File: src/hdl/bclb_pkg.sv
package bclb_pkg;

    typedef logic [2:0] t_req;
    typedef logic [7:0] t_byte;
    typedef logic [23:0] t_name;

    localparam t_req REQ_MINSEC    = 3'd0;
    localparam t_req REQ_HOURS     = 3'd1;
    localparam t_req REQ_DAY_NAME  = 3'd2;
    localparam t_req REQ_DATE      = 3'd3;
    localparam t_req REQ_MON_DIGIT = 3'd4;
    localparam t_req REQ_MON_NAME  = 3'd5;
    localparam t_req REQ_YEAR2     = 3'd6;
    localparam t_req REQ_YEAR4     = 3'd7;

    localparam t_byte LCD_SET_ADDR  = 8'h80;
    localparam t_byte ASCII_ZERO    = 8'h30;
    localparam t_byte CENTURY_SPLIT = 8'd20;

    localparam logic [2:0] LEN_DIGITS = 3'd3;
    localparam logic [2:0] LEN_NAME   = 3'd4;
    localparam logic [2:0] LEN_YEAR4  = 3'd5;

    function automatic t_name day_name(input logic [2:0] sel);
        t_name name;
        case (sel)
            3'd1: name = "Mon";
            3'd2: name = "Tue";
            3'd3: name = "Wed";
            3'd4: name = "Thu";
            3'd5: name = "Fri";
            3'd6: name = "Sat";
            3'd7: name = "Sun";
            default: name = "Unk";
        endcase
        return name;
    endfunction

    function automatic t_name month_name(input logic [3:0] sel);
        t_name name;
        case (sel)
            4'd1:  name = "Jan";
            4'd2:  name = "Feb";
            4'd3:  name = "Mar";
            4'd4:  name = "Apr";
            4'd5:  name = "May";
            4'd6:  name = "Jun";
            4'd7:  name = "Jul";
            4'd8:  name = "Aug";
            4'd9:  name = "Sep";
            4'd10: name = "Oct";
            4'd11: name = "Nov";
            4'd12: name = "Dec";
            default: name = "Unk";
        endcase
        return name;
    endfunction

    function automatic t_byte digit_char(input logic [3:0] d);
        return ASCII_ZERO + {4'b0, d};
    endfunction

endpackage

File: src/hdl/bcd_clock_field_to_lcd_bytes_unit.sv
// A taken item is first registered, and its bytes are then registered into o_lcd_byte.
// Run length: 3 bytes for digit fields and two-digit year, 4 for names, 5 for four-digit year.
// A new item can be taken only while the final byte of the current one is being registered.
// One byte per cycle from a byte counter over the registered item; the receiver cannot stall.
// Synchronous active-low reset clears the run state and the strobe.
module bcd_clock_field_to_lcd_bytes_unit (
    input  logic             i_clk,
    input  logic             i_rst_n,
    input  logic             start,
    output logic             busy,
    input  bclb_pkg::t_req   i_req_type,
    input  logic [7:0]       i_bcd_value,
    input  logic [5:0]       i_column,
    input  logic             i_row,
    output logic             o_strobe,
    output bclb_pkg::t_byte  o_lcd_byte,
    output logic             o_is_char,
    output logic             o_last
);
    import bclb_pkg::*;

    logic        r_active;
    logic [2:0]  r_idx;
    t_req        r_type;
    logic [7:0]  r_bcd;
    logic [5:0]  r_col;
    logic        r_row;

    logic        accept;
    logic        fin;
    logic [2:0]  n_len;
    logic [3:0]  hi;
    logic [3:0]  lo;
    logic [3:0]  tens;
    logic [6:0]  addr;
    logic [7:0]  year_val;
    logic        year_old;
    logic [4:0]  mon_idx;
    logic [2:0]  day_sel;
    logic [3:0]  mon_sel;
    t_name       name;
    t_byte       n_byte;

    assign hi = r_bcd[7:4];
    assign lo = r_bcd[3:0];

    always_comb begin
        case (r_type)
            REQ_DAY_NAME, REQ_MON_NAME: n_len = LEN_NAME;
            REQ_YEAR4:                  n_len = LEN_YEAR4;
            default:                    n_len = LEN_DIGITS;
        endcase
    end

    assign fin    = r_idx == (n_len - 3'd1);
    assign busy   = r_active && !fin;
    assign accept = start && !busy;

    always_comb begin
        case (r_type)
            REQ_MINSEC:    tens = {1'b0, hi[2:0]};
            REQ_HOURS:     tens = {2'b0, hi[1:0]};
            REQ_DATE:      tens = {2'b0, hi[1:0]};
            REQ_MON_DIGIT: tens = {3'b0, hi[0]};
            default:       tens = hi;
        endcase
    end

    assign addr     = {1'b0, r_col} + (r_row ? 7'h40 : 7'h00);
    assign year_val = {1'b0, hi, 3'b0} + {3'b0, hi, 1'b0} + {4'b0, lo};
    assign year_old = year_val > CENTURY_SPLIT;
    assign mon_idx  = (r_bcd[4] ? 5'd10 : 5'd0) + {1'b0, lo};
    assign day_sel  = (r_bcd >= 8'd1 && r_bcd <= 8'd7) ? r_bcd[2:0] : 3'd0;
    assign mon_sel  = (mon_idx >= 5'd1 && mon_idx <= 5'd12) ? mon_idx[3:0] : 4'd0;
    assign name     = (r_type == REQ_DAY_NAME) ? day_name(day_sel) : month_name(mon_sel);

    always_comb begin
        n_byte = LCD_SET_ADDR | {1'b0, addr};
        if (r_idx != 3'd0) begin
            case (r_type)
                REQ_DAY_NAME, REQ_MON_NAME: begin
                    case (r_idx)
                        3'd1:    n_byte = name[23:16];
                        3'd2:    n_byte = name[15:8];
                        default: n_byte = name[7:0];
                    endcase
                end
                REQ_YEAR4: begin
                    case (r_idx)
                        3'd1:    n_byte = digit_char(year_old ? 4'd1 : 4'd2);
                        3'd2:    n_byte = digit_char(year_old ? 4'd9 : 4'd0);
                        3'd3:    n_byte = digit_char(hi);
                        default: n_byte = digit_char(lo);
                    endcase
                end
                default: begin
                    n_byte = (r_idx == 3'd1) ? digit_char(tens) : digit_char(lo);
                end
            endcase
        end
    end

    always_ff @(posedge i_clk) begin
        if (!i_rst_n) begin
            r_active <= 1'b0;
            r_idx    <= 3'd0;
            o_strobe <= 1'b0;
        end else begin
            o_strobe <= r_active;
            if (accept) begin
                r_active <= 1'b1;
                r_idx    <= 3'd0;
            end else if (r_active) begin
                r_idx <= r_idx + 3'd1;
                if (fin) begin
                    r_active <= 1'b0;
                end
            end
        end
    end

    always_ff @(posedge i_clk) begin
        if (accept) begin
            r_type <= i_req_type;
            r_bcd  <= i_bcd_value;
            r_col  <= i_column;
            r_row  <= i_row;
        end
        if (r_active) begin
            o_lcd_byte <= n_byte;
            o_is_char  <= r_idx != 3'd0;
            o_last     <= fin;
        end
    end

`ifndef SYNTHESIS
    a_first_is_cmd: assert property (@(posedge i_clk) disable iff (!i_rst_n)
        accept |-> ##2 (o_strobe && !o_is_char && !o_last))
        else $error("first byte of a run is not a position command");

    a_strobe_follows: assert property (@(posedge i_clk) disable iff (!i_rst_n)
        r_active |=> o_strobe)
        else $error("active run produced no byte");

    a_no_spurious: assert property (@(posedge i_clk) disable iff (!i_rst_n)
        !r_active |=> !o_strobe)
        else $error("byte strobed with no run active");

    a_idx_range: assert property (@(posedge i_clk) disable iff (!i_rst_n)
        r_active |-> (r_idx < n_len))
        else $error("byte counter beyond run length");

    a_busy_active: assert property (@(posedge i_clk) disable iff (!i_rst_n)
        busy |-> r_active)
        else $error("busy without an active run");
`endif

endmodule
File: config.mk
export PLATFORM = sky130hd
export DESIGN_NAME = bcd_clock_field_to_lcd_bytes_unit
export DESIGN_NICKNAME = d
export VERILOG_FILES = /design/src/hdl/bclb_pkg.sv /design/src/hdl/bcd_clock_field_to_lcd_bytes_unit.sv
export SDC_FILE = /design/constraint.sdc
export NUM_CORES = 1
export LEC_CHECK = 0
export ABC_CLOCK_PERIOD_IN_PS = 3910
export BUFFER_PORTS_ARGS = -buffer_cell sky130_fd_sc_hd__buf_2
export CAP_MARGIN = 25
export CORE_ASPECT_RATIO = 1.25
export CORE_MARGIN = 2
export CORE_UTILIZATION = 55
export DETAILED_ROUTE_END_ITERATION = 10
export PLACE_DENSITY = 0.76
export SLEW_MARGIN = 20
export SYNTH_ARGS = -nofsm -noshare
export SYNTH_HDL_FRONTEND = slang
export SYNTH_SLANG_ARGS = --single-unit
export TNS_END_PERCENT = 20
File: constraint.sdc
create_clock -name i_clk -period 3.91 [get_ports i_clk]
set_clock_uncertainty 0.15 [all_clocks]
set_input_delay 0.1955 -clock i_clk [delete_from_list [all_inputs] [get_ports i_clk]]
set_output_delay 0.1955 -clock i_clk [all_outputs]
set_load 0.01 [all_outputs]
==> out/summary.log <==
[clocking] clock tree from TritonCTS built
[finish] FF/Latch Area 941 sq um
[floorplanning] Die Outline Area 5630 sq um
[worst_setup_path] startpoint type of the worst setup path flip-flop
[worst_setup_path] CP Data Arrival Time 3520 ps
[finish] non-filler cells in the finished layout 419
[yosys] Mean Syn Cell Area 8.88 sq um
[placement] global placement routability congestion 0.939
[global_routing] met1 Resource Use GR 0.354
[power] total leakage power 0.00130 uW
[clocking] post-CTS setup-driven buffer insertion count 0
[finish] Final Net Count 402
[sta] number of hold violations in the final report 0
[yosys] share of flip-flops with an asynchronous set or reset 0
[flow_run] number of maximum-capacitance violations 0
[yosys] mux share of post-synthesis cell area 0.0348
[yosys] simple-gate share of the synthesized area 0.194
[worst_setup_path] Critical Path Fanout Max 12
[min_path] class of the tightest hold or removal check input port to flip-flop
[route] Detailed Routing Iterations Pass 1 6
[worst_setup_path] class of the most critical setup path flip-flop to flip-flop
[sta] fmax 0.275 GHz
[yosys] Post-synth EDFFs 28
[yosys] warning count from the yosys run 0
[floorplanning] num rows 28
[route] routed length per placed instance 18.6 microns
[power] worst-case vdd ir drop 0.324 mV
[worst_setup_path] crit path capture type flip-flop
[yosys] proportion of synthesized chip area in sequential cells 0.340
[global_routing] aggregate global-route resource usage 0.293
[yosys] synthesized netlist cell count 312
[sta] RSZ-0062 raised after global routing false
[global_routing] busiest grt layer met2
[yosys] top flip-flop cell by instance count after synthesis edfxtp_1
[sta] total negative slack for setup checks 0 ps
[global_routing] number of antenna violations at the first check in global routing 0
[yosys] Cell Area, Synth 2770 sq um
[yosys] synth top area cells edfxtp_1, ha_1, nand2_1, a21oi_1, dfxtp_1
[global_routing] wire length of the first global-routing pass 12500 microns
[floorplanning] Starting Density 0.577
[finish] fillcell total 389
[floorplanning] DIE WIDTH 67.5 microns
[global_routing] M2 GR Usage 0.478
[placement] Buffers on Ports 32
[yosys] Netlist cell types 67
[yosys] post-synthesis compound-gate area fraction 0.250
[floorplanning] core outline area 4800 sq um
[finish] antenna diode count 0
[finish] ratio of cells with drive above 1 in the final layout 0.175
[sta] final setup vio count 0
[clocking] total clock buffers created by CTS 5
[yosys] number of flip-flops and latches in the synthesized netlist 33
[route] Iter 0 DRT Violations 291
[floorplanning] Chip Height 83.4 microns
[global_routing] largest net degree at the start of global routing 23
[global_routing] number of global-route vias before repair 2587
[finish] area used by multi-input combinational logic 1660 sq um
[sta] final critical delay including setup and external delays 3640 ps
[sta] Period Utilization, post-route 0.932
[route] ANT nets after route 0
[yosys] adder and majority cell fraction of the synthesized area 0.109
[global_routing] GRT overflow 0
[yosys] xor-xnor portion of the synthesized cell area 0.0126
[yosys] cell type contributing the most total cell area after synthesis edfxtp_1
[clocking] CTS H-tree depth 2
[global_routing] fraction of met3 tracks used by global routing 0.0583
[sta] slew of the pin with the lowest slew margin 705 ps
[sta] worst slew slack as a fraction of its limit 0.529
[clocking] number of sinks on the clock net 33
[route] total wire length after detailed routing 7780 microns
[clocking] cell chosen for the clock root clkbuf_8
[yosys] Synth top area share 0.303
[yosys] largest family of logic cells by synthesized area compound AO/OA/AOI/OAI gates
[status] status finished, final reports clean
[worst_setup_path] critical path data required time 3790 ps
[clocking] number of buffers on the longest clock path 2
[placement] count of placed standard cells including taps 391
[clocking] clock-pin transition on the worst setup and hold timing paths 70 ps
[route] detailed-route via count 2694
[route] DR DRC count 0
[sta] number of max-slew violations in the final report 0
[sta] WHS 203 ps
[yosys] leading cell types by count after synthesis edfxtp_1, nand2_1, inv_1
[placement] post-detail-place hpwl 5500 microns
[finish] Syn-to-layout area delta 18.3%
[floorplanning] Top Ports 33
[power] Power per Cell Area 332 nW/um^2
[yosys] syn nets 356
[yosys] cell with the most instances after synthesis edfxtp_1
[route] DR vias/cell 6.43
[clocking] clock latency of the later-clocked register in the worst-skew pair 290 ps
## per-layer routing
layer | wire length [microns] | vias up
li1 | - | 1260
met1 | 2990 | 1238
met2 | 3870 | 157
met3 | 540 | 39
met4 | 381 | 0
met5 | 0 | -
## logic make-up (layout without fill, tap and decap cells)
| kind of cell | count (synthesis) | count (layout) |
|---|---|---|
| AO/OA/AOI/OAI | 96 | 96 |
| AND/OR/NAND/NOR | 106 | 106 |
| adder cells (fa/ha/maj) | 23 | 23 |
| flip-flops | 33 | 33 |
| buffers and inverters | 42 | 89 |
| XOR/XNOR | 4 | 4 |
| multiplexers | 8 | 8 |
## registers in the layout (all words and copies together) (netlist names), 3 cells and up
register,flops
o_lcd_byte,8
r_bcd,8
r_idx,3
r_type,3
r_col,6
## report_power, final
part | leakage, uW | internal, uW | switching, uW
clock network | 0.0000566 | 182 | 121
logic | 0.000939 | 146 | 201
registers | 0.000307 | 412 | 26.1
total | 0.00130 | 740 | 348
## area by class of cell
| type | instances | area share |
|---|---|---|
| Sequential cell | 33 | 0.287 |
| Inverter | 24 | 0.0275 |
| Tap cell | 60 | 0.0229 |
| Multi-Input combinational cell | 237 | 0.507 |
| Clock buffer | 8 | 0.0340 |
| Timing Repair Buffer | 57 | 0.121 |
## layout by cell type, fill, tap and decap left out, types with 5 or more instances in the layout
cell type / synthesis / layout
a21oi_1: 20 / 20
buf_2: 6 / 32
buf_4: 0 / 5
clkbuf_8: 0 / 6
dfxtp_1: 5 / 5
dlygate4sd3_1: 0 / 20
edfxtp_1: 28 / 28
ha_1: 21 / 21
inv_1: 24 / 24
nand2_1: 27 / 27
nand3_1: 12 / 12
nor2_1: 21 / 21
nor3_1: 9 / 9
o211ai_1: 5 / 5
o21ai_0: 13 / 13
or3_1: 5 / 5
## stage by stage
| stage | area (sq um) | setup slack [ps] | util | total power [uW] |
|---|---|---|---|---|
| after CTS | 3280 | 333 | 0.683 | 1080 |
| after global placement | 2970 | 495 | 0.618 | 758 |
| after floorplan | 2770 | 717 | - | 673 |
| after global routing | 3280 | 63.4 | 0.683 | 1140 |
| after detailed placement | 2970 | 359 | 0.618 | 765 |
| final | 3280 | 267 | 0.683 | 1090 |
## worst max-delay path, cell delays in order, from the launching register on
cell       delay [ps]
edfxtp_1          550
ha_1              360
ha_1              330
xor2_1            210
a21oi_1           110
and2_1            230
inv_1             120
ha_1              250
o21ai_0           110
a2111oi_0         610
o22a_1            250
nand4_1           100
## repair_timing
action	in CTS	in global routing
hold endpoints to repair	20	0
hold buffers	20	0
resized for setup	0	0
## path summary, 6_finish.rpt
check / from / endpoint / slack (ps) / cells past startpoint
max: r_bcd[1] / o_lcd_byte[3] / 270 / 11
min: start / r_col[4] / 200 / 3
max reg2reg: r_bcd[1] / o_lcd_byte[3] / 270 / 11
min reg2reg: r_row / o_lcd_byte[6] / 380 / 2
(Power assumes the default switching activity.)
